File: src/rtl/core/ccls_pkg.sv
`timescale 1ns / 1ps
// ccls_pkg: shared types, register indexes, event codes and reset values
// for the cage climate and level supervisor; no dependencies
package ccls_pkg;

  localparam int TEMP_W   = 9;
  localparam int MARGIN_W = 6;
  localparam int EVENT_W  = 2;
  localparam int CFG_IDX_W = 2;
  localparam int CFG_DATA_W = 9;

  localparam logic [CFG_IDX_W-1:0] REG_MIN_TEMP = 2'd0;
  localparam logic [CFG_IDX_W-1:0] REG_MAX_TEMP = 2'd1;
  localparam logic [CFG_IDX_W-1:0] REG_MARGIN   = 2'd2;

  localparam logic [EVENT_W-1:0] EV_NONE = 2'd0;
  localparam logic [EVENT_W-1:0] EV_OUT  = 2'd1;
  localparam logic [EVENT_W-1:0] EV_BACK = 2'd2;

  localparam logic signed [TEMP_W-1:0] MIN_TEMP_RST = 9'sd20;
  localparam logic signed [TEMP_W-1:0] MAX_TEMP_RST = 9'sd80;
  localparam logic [MARGIN_W-1:0]      MARGIN_RST   = 6'd2;

  typedef struct packed {
    logic signed [TEMP_W-1:0] min_temp;
    logic signed [TEMP_W-1:0] max_temp;
    logic [MARGIN_W-1:0]      margin;
  } cfg_t;

  typedef struct packed {
    logic signed [TEMP_W-1:0] temperature;
    logic                     food_present;
    logic                     low_level_ok;
    logic                     high_level_full;
  } item_t;

  typedef struct packed {
    logic food_alarm;
    logic water_alarm;
    logic climate_alarm;
    logic valve;
    logic water_lamp;
    logic fan;
    logic heater;
    logic cold_lamp;
    logic hot_lamp;
  } state_t;

  typedef struct packed {
    logic               motor_on;
    logic               valve_open;
    logic               fan_on;
    logic               heater_on;
    logic               food_lamp;
    logic               water_lamp;
    logic               cold_lamp;
    logic               hot_lamp;
    logic [EVENT_W-1:0] food_event;
    logic [EVENT_W-1:0] water_event;
    logic [EVENT_W-1:0] climate_event;
  } result_t;

endpackage

File: src/rtl/core/ccls_cfg_regs.sv
`timescale 1ns / 1ps
// ccls_cfg_regs: temperature window and hysteresis margin registers
// depends on ccls_pkg
module ccls_cfg_regs (
  input  logic                              clk,
  input  logic                              rst_n,
  input  logic                              wr_en,
  input  logic [ccls_pkg::CFG_IDX_W-1:0]    wr_index,
  input  logic [ccls_pkg::CFG_DATA_W-1:0]   wr_data,
  output ccls_pkg::cfg_t                    cfg
);
  import ccls_pkg::*;

  cfg_t cfg_r;
  cfg_t cfg_nxt;

  always_comb begin
    cfg_nxt = cfg_r;
    if (wr_en) begin
      unique case (wr_index)
        REG_MIN_TEMP: cfg_nxt.min_temp = $signed(wr_data[TEMP_W-1:0]);
        REG_MAX_TEMP: cfg_nxt.max_temp = $signed(wr_data[TEMP_W-1:0]);
        REG_MARGIN:   cfg_nxt.margin   = wr_data[MARGIN_W-1:0];
        default:      cfg_nxt = cfg_r;
      endcase
    end
  end

  always_ff @(posedge clk) begin
    if (!rst_n) begin
      cfg_r.min_temp <= MIN_TEMP_RST;
      cfg_r.max_temp <= MAX_TEMP_RST;
      cfg_r.margin   <= MARGIN_RST;
    end else begin
      cfg_r <= cfg_nxt;
    end
  end

  assign cfg = cfg_r;

endmodule

File: src/rtl/core/ccls_eval.sv
`timescale 1ns / 1ps
// ccls_eval: one supervision pass, food, water and climate decisions
// depends on ccls_pkg
module ccls_eval (
  input  ccls_pkg::item_t   item,
  input  ccls_pkg::state_t  state,
  input  ccls_pkg::cfg_t    cfg,
  output ccls_pkg::state_t  state_nxt,
  output ccls_pkg::result_t result
);
  import ccls_pkg::*;

  localparam int WIDE_W = TEMP_W + 1;

  logic signed [WIDE_W-1:0] t_w;
  logic signed [WIDE_W-1:0] max_w;
  logic signed [WIDE_W-1:0] min_w;
  logic signed [WIDE_W-1:0] margin_w;
  logic signed [WIDE_W-1:0] fan_off_lim;
  logic signed [WIDE_W-1:0] heat_off_lim;

  assign t_w          = WIDE_W'(item.temperature);
  assign max_w        = WIDE_W'(cfg.max_temp);
  assign min_w        = WIDE_W'(cfg.min_temp);
  assign margin_w     = $signed({{(WIDE_W-MARGIN_W){1'b0}}, cfg.margin});
  assign fan_off_lim  = max_w - margin_w;
  assign heat_off_lim = min_w + margin_w;

  always_comb begin
    state_nxt            = state;
    result               = '0;
    result.food_event    = EV_NONE;
    result.water_event   = EV_NONE;
    result.climate_event = EV_NONE;

    // food
    result.motor_on  = !item.food_present;
    result.food_lamp = !item.food_present;
    if (!item.food_present) begin
      if (!state.food_alarm) begin
        result.food_event    = EV_OUT;
        state_nxt.food_alarm = 1'b1;
      end
    end else if (state.food_alarm) begin
      result.food_event    = EV_BACK;
      state_nxt.food_alarm = 1'b0;
    end

    // water, empty handling first then full handling
    if (!item.low_level_ok) begin
      state_nxt.water_lamp = 1'b1;
      state_nxt.valve      = 1'b1;
      if (!state.water_alarm) begin
        result.water_event    = EV_OUT;
        state_nxt.water_alarm = 1'b1;
      end
    end
    if (item.high_level_full) begin
      state_nxt.water_lamp = 1'b0;
      state_nxt.valve      = 1'b0;
      if (state_nxt.water_alarm && item.low_level_ok) begin
        result.water_event    = EV_BACK;
        state_nxt.water_alarm = 1'b0;
      end
    end

    // climate
    priority if (t_w > max_w) begin
      state_nxt.hot_lamp = 1'b1;
      state_nxt.fan      = 1'b1;
      state_nxt.heater   = 1'b0;
      if (!state.climate_alarm) begin
        result.climate_event    = EV_OUT;
        state_nxt.climate_alarm = 1'b1;
      end
    end else if (t_w < min_w) begin
      state_nxt.cold_lamp = 1'b1;
      state_nxt.heater    = 1'b1;
      state_nxt.fan       = 1'b0;
      if (!state.climate_alarm) begin
        result.climate_event    = EV_OUT;
        state_nxt.climate_alarm = 1'b1;
      end
    end else begin
      state_nxt.cold_lamp = 1'b0;
      state_nxt.hot_lamp  = 1'b0;
      if (t_w <= fan_off_lim) state_nxt.fan = 1'b0;
      if (t_w >= heat_off_lim) state_nxt.heater = 1'b0;
      if (state.climate_alarm && !state_nxt.fan && !state_nxt.heater) begin
        result.climate_event    = EV_BACK;
        state_nxt.climate_alarm = 1'b0;
      end
    end

    result.valve_open = state_nxt.valve;
    result.water_lamp = state_nxt.water_lamp;
    result.fan_on     = state_nxt.fan;
    result.heater_on  = state_nxt.heater;
    result.cold_lamp  = state_nxt.cold_lamp;
    result.hot_lamp   = state_nxt.hot_lamp;
  end

endmodule

File: src/rtl/core/cage_climate_level_supervisor.sv
`timescale 1ns / 1ps
// cage_climate_level_supervisor: top level, input register, pass logic,
// supervisor state and result register; depends on ccls_pkg, ccls_cfg_regs, ccls_eval
// a transaction passes through the input register and then the result register before
// its result transaction is offered on out_valid
// throughput: one transaction per cycle while out_ready is high
// the state update and result capture share one cycle, set by the result register
// reset (synchronous, rst_n low): pipeline empty, all supervisor flags cleared,
// limits back to 20 / 80 half degrees and margin 2
module cage_climate_level_supervisor (
  input  logic                                 clk,
  input  logic                                 rst_n,
  input  logic                                 in_valid,
  output logic                                 in_ready,
  input  logic signed [ccls_pkg::TEMP_W-1:0]   in_temperature,
  input  logic                                 in_food_present,
  input  logic                                 in_low_level_ok,
  input  logic                                 in_high_level_full,
  output logic                                 out_valid,
  input  logic                                 out_ready,
  output logic                                 out_motor_on,
  output logic                                 out_valve_open,
  output logic                                 out_fan_on,
  output logic                                 out_heater_on,
  output logic                                 out_food_lamp,
  output logic                                 out_water_lamp,
  output logic                                 out_cold_lamp,
  output logic                                 out_hot_lamp,
  output logic [ccls_pkg::EVENT_W-1:0]         out_food_event,
  output logic [ccls_pkg::EVENT_W-1:0]         out_water_event,
  output logic [ccls_pkg::EVENT_W-1:0]         out_climate_event,
  input  logic                                 cfg_valid,
  output logic                                 cfg_ready,
  input  logic [ccls_pkg::CFG_IDX_W-1:0]       cfg_index,
  input  logic [ccls_pkg::CFG_DATA_W-1:0]      cfg_data
);
  import ccls_pkg::*;

  cfg_t    cfg;
  item_t   item_r;
  logic    item_valid_r;
  state_t  state_r;
  state_t  state_nxt;
  result_t pass_result;
  result_t result_r;
  logic    out_valid_r;
  logic    advance;
  logic    in_fire;

  assign cfg_ready = 1'b1;

  ccls_cfg_regs u_cfg (
    .clk      (clk),
    .rst_n    (rst_n),
    .wr_en    (cfg_valid && cfg_ready),
    .wr_index (cfg_index),
    .wr_data  (cfg_data),
    .cfg      (cfg)
  );

  ccls_eval u_eval (
    .item      (item_r),
    .state     (state_r),
    .cfg       (cfg),
    .state_nxt (state_nxt),
    .result    (pass_result)
  );

  // result register free or draining this cycle
  assign advance  = !out_valid_r || out_ready;
  assign in_ready = !item_valid_r || advance;
  assign in_fire  = in_valid && in_ready;

  always_ff @(posedge clk) begin
    if (!rst_n) begin
      item_valid_r <= 1'b0;
      out_valid_r  <= 1'b0;
      state_r      <= '0;
    end else begin
      if (in_ready) item_valid_r <= in_valid;
      if (advance) out_valid_r <= item_valid_r;
      if (advance && item_valid_r) state_r <= state_nxt;
    end
  end

  always_ff @(posedge clk) begin
    if (in_fire) begin
      item_r.temperature     <= in_temperature;
      item_r.food_present    <= in_food_present;
      item_r.low_level_ok    <= in_low_level_ok;
      item_r.high_level_full <= in_high_level_full;
    end
    if (advance && item_valid_r) result_r <= pass_result;
  end

  assign out_valid         = out_valid_r;
  assign out_motor_on      = result_r.motor_on;
  assign out_valve_open    = result_r.valve_open;
  assign out_fan_on        = result_r.fan_on;
  assign out_heater_on     = result_r.heater_on;
  assign out_food_lamp     = result_r.food_lamp;
  assign out_water_lamp    = result_r.water_lamp;
  assign out_cold_lamp     = result_r.cold_lamp;
  assign out_hot_lamp      = result_r.hot_lamp;
  assign out_food_event    = result_r.food_event;
  assign out_water_event   = result_r.water_event;
  assign out_climate_event = result_r.climate_event;

  // stall only when both stages hold a transaction
  a_stall_full: assert property (@(posedge clk) disable iff (!rst_n)
    !in_ready |-> (item_valid_r && out_valid_r && !out_ready))
    else $error("input stalled with a free stage");

  // leaving the window always drives fan or heater
  a_climate_out_drive: assert property (@(posedge clk) disable iff (!rst_n)
    (out_valid && out_climate_event == EV_OUT) |-> (out_fan_on || out_heater_on))
    else $error("out of range event without fan or heater");

  // restored water implies closed valve and dark lamp
  a_water_back: assert property (@(posedge clk) disable iff (!rst_n)
    (out_valid && out_water_event == EV_BACK) |-> (!out_valve_open && !out_water_lamp))
    else $error("water restored with valve open");

  // state only moves when a pass completes
  a_state_hold: assert property (@(posedge clk) disable iff (!rst_n)
    !$past(advance && item_valid_r) |-> $stable(state_r))
    else $error("supervisor state changed without a pass");

endmodule
File: config.mk
export PLATFORM = sky130hd
export DESIGN_NAME = cage_climate_level_supervisor
export DESIGN_NICKNAME = d
export VERILOG_FILES = /design/src/rtl/core/ccls_pkg.sv /design/src/rtl/core/ccls_cfg_regs.sv /design/src/rtl/core/ccls_eval.sv /design/src/rtl/core/cage_climate_level_supervisor.sv
export SDC_FILE = /design/constraint.sdc
export NUM_CORES = 1
export LEC_CHECK = 0
export BUFFER_PORTS_ARGS = -buffer_cell sky130_fd_sc_hd__buf_2
export CAP_MARGIN = 20
export CORE_MARGIN = 3
export CORE_UTILIZATION = 63
export DETAILED_ROUTE_END_ITERATION = 6
export PLACE_DENSITY = 0.86
export SYNTH_ARGS = -nofsm -noshare
export SYNTH_HDL_FRONTEND = slang
export SYNTH_SLANG_ARGS = --single-unit
File: constraint.sdc
create_clock -name clk -period 5.6 [get_ports clk]
set_input_delay 0.56 -clock clk [delete_from_list [all_inputs] [get_ports clk]]
set_output_delay 0.56 -clock clk [all_outputs]
set_load 0.01 [all_outputs]
==> results.sh <==
export IMPL_routed_wl_um=7800
export IMPL_initial_core_util_pct=67.7
export IMPL_root_buffer="clkbuf_8"
export IMPL_nets=500
export IMPL_syn_nets=454
export IMPL_required_ps=5690
export IMPL_antenna_found_initial=0
export IMPL_critPathMaxFanout=3
export IMPL_cts_htree_levels=3
export IMPL_die_w_um=81.7
export IMPL_grt_remaining_overflow=0
export IMPL_finalCritPeriodShare_pct=62.7
export IMPL_r2r_slack_ps=2090
export IMPL_clock_sinks=60
export IMPL_io_buffers=43
export IMPL_synth_ff_type="dfxtp_1"
export IMPL_ant_nets=0
export IMPL_cap_violations=0
export IMPL_syn_inst=375
export IMPL_drc=0
export IMPL_critPathCaptureType="flop"
export IMPL_path_clk_slew_ps=60
export IMPL_grt_max_degree=27
export IMPL_mostFrequentLayoutCell="ha_1"
export IMPL_synth_largest_area_cell="edfxtp_1"
export IMPL_grt_pass1_vias=2818
export IMPL_hold_viol=0
export IMPL_whs_path_depth=1
export IMPL_cp_data_arrival_time_ps=3610
export IMPL_drive_above_1_share_pct=15.5
export IMPL_synth_edf_count=25
export IMPL_relSlewSlack_pct=27.3
export IMPL_p_leak_nw=1.84
export IMPL_synth_seq_area_share_pct=40.2
export IMPL_hold_path_class="in2reg"
export IMPL_holdWs_ps=392
export IMPL_r2r_worst_path_cells=15
export IMPL_drt_pass1_iterations=4
export IMPL_max_stage_delay_ps=380
export IMPL_r2r_end="out_fan_on"
export IMPL_die_y_um=81.7
export IMPL_synth_seq_cells=60
export IMPL_vias=2834
export IMPL_clkLatencyLatePin_ps=340
export IMPL_die_area_um2=6680
export IMPL_wire_per_inst_um=15.7
export IMPL_total_power_mw=1.03
export IMPL_path_cells="inv_1 > ha_1 > nor2b_1 > o21ai_0 > a21oi_1 > o21ai_0 > a21oi_1 > o21a_1 > ha_1 > nand4_1 > nor3_1 > a31oi_1 > o31a_1 > nor2b_1 > or2_1"
export IMPL_ctsHoldBuffers=0
export IMPL_r2r_start="u_cfg.cfg[1]"
export IMPL_powerDensity_nw_per_um2=255
export IMPL_fin_area_um2=4050
export IMPL_cts_buffer_depth=2
export IMPL_start_kind="flop"
export IMPL_row_count=26
export IMPL_syn_area_per_cell_um2=9.63
export IMPL_grt_pass1_wl_um=13200
export IMPL_crit_start="u_cfg.cfg[1]"
export IMPL_cp_endpoint="out_fan_on"
export IMPL_critPathKind="reg2reg"
export IMPL_gp_congestion=0.903
export IMPL_cts_tree="built"
export IMPL_area_growth_pct=12.2
export IMPL_worstMarginPinSlew_ps=1090
export IMPL_tns_ps=0
export IMPL_postPlaceCellArea_um2=3870
export IMPL_synth_top_area_share_pct=20.8
export IMPL_outcome="finished clean"
export IMPL_fmax_mhz=285
export IMPL_post_cts_buffers=0
export IMPL_async_flop_share_pct=0
export IMPL_mostFrequentLayoutCells="ha_1, nor2_1, buf_2"
export IMPL_setup_viol=0
export IMPL_grt_setup_unrepaired="false"
export IMPL_boundaryPins=45
export IMPL_drtIter0Drc=168
export IMPL_period_needed_ps=3510
export IMPL_finalClockSkew_ps=3.53
export IMPL_ir_worst_vdd_uv=254
export IMPL_num_antenna_cells=0
export IMPL_ys_warn_count=0
export IMPL_post_route_util_pct=76.0
export IMPL_slew_violations=0
export IMPL_synthTopCellsByArea="edfxtp_1, dfxtp_1, ha_1"
export IMPL_dp_hpwl_um=5920
export IMPL_netlist_area_um2=3610
export IMPL_grt_usage_pct=26.7
export IMPL_synthDistinctLibCells=50
export IMPL_cts_made_buffers=9
export IMPL_core_um2=5340
export IMPL_cts_resized=0
export IMPL_cpMaxStageDelayCell="dfxtp_1"
export IMPL_via_per_inst=5.71
[how the worst min path moves through the flow]
stage	startpoint	endpoint	slack [ps]
after global placement	state_r[0]	state_r[0]	460
after global routing	in_high_level_full	item_r[0]	370
after CTS	in_temperature[1]	item_r[4]	380
final	in_temperature[8]	item_r[11]	390
after detailed placement	state_r[1]	state_r[1]	480
after floorplan	state_r[0]	state_r[0]	450
[logic make-up (layout without fill, tap and decap cells)]
logic type	after synthesis	after routing	share of synthesized area (%)
AND/OR/NAND/NOR	107	107	15.0
buffers and inverters	50	101	5.61
other	1	1	0.104
adder cells (fa/ha/maj)	51	51	18.1
flip-flops	60	60	40.2
XOR/XNOR	12	12	2.91
multiplexers	14	14	3.88
AO/OA/AOI/OAI	80	80	14.2
[flip-flops by register name, indices dropped and copies added (netlist names)]
name,cells
state_r,9
out_water_lamp,1
out_food_event,2
out_water_event,2
u_cfg.cfg,24
out_food_lamp,1
out_hot_lamp,1
out_fan_on,1
out_valid,1
item_valid_r,1
out_cold_lamp,1
item_r,12
out_heater_on,1
out_valve_open,1
out_climate_event,2
[cell usage after synthesis (2+ instances only)]
master / n
nand3_1: 3
nand2_1: 23
a21oi_1: 28
fa_1: 2
nand3b_1: 2
mux2i_1: 14
a211oi_1: 3
and2_1: 2
buf_4: 2
nand4_1: 6
clkinv_1: 2
o31a_1: 2
ha_1: 49
edfxtp_1: 25
o21a_1: 6
o211ai_1: 3
o21ai_0: 17
a31oi_1: 3
nor2b_1: 9
a211o_1: 3
nand2b_1: 6
nor2_1: 43
and3_1: 2
xnor2_1: 8
dfxtp_1: 35
xor2_1: 4
nor3_1: 4
o211a_1: 3
clkbuf_1: 4
inv_1: 40
o31ai_1: 2
a21o_1: 2
[power by group]
part,total [mW],switching [mW],internal [mW]
clock network,0.367,0.164,0.203
registers,0.496,0.0170,0.479
logic,0.171,0.0972,0.0735
[per-stage QoR]
stage               setup WS [ps]  cells
global route                 1770    496
CTS                          2120    496
floorplan                    2520    375
finish                       2090    496
detailed placement           2160    480
global placement             2180    480
[per-layer routing]
| layer | wire length, µm | up-vias | global-route usage, % |
|---|---|---|---|
| met5 | 0 | - | 0 |
| met1 | 3260 | 1332 | 32.0 |
| met2 | 3830 | 86 | 44.5 |
| met4 | 122 | 0 | 10.1 |
| met3 | 597 | 14 | 8.99 |
| li1 | - | 1402 | - |
[area by class of cell]
class / instances / area [µm²]
clock buffers: 11 / 131
clock inverters: 5 / 52.6
fillers: 387 / 1280
inverters: 42 / 158
multi-input cells: 265 / 1960
flip-flops and latches: 60 / 1450
well taps: 70 / 87.6
repair buffers: 43 / 215
[critical path: cells and delay by family (launching register included)]
family	cells	cell delay, ps
adder cells (fa/ha/maj)	2	590
buffers and inverters	1	110
AO/OA/AOI/OAI	7	1300
flip-flops	1	380
AND/OR/NAND/NOR	5	880
(Power assumes the default switching activity.)
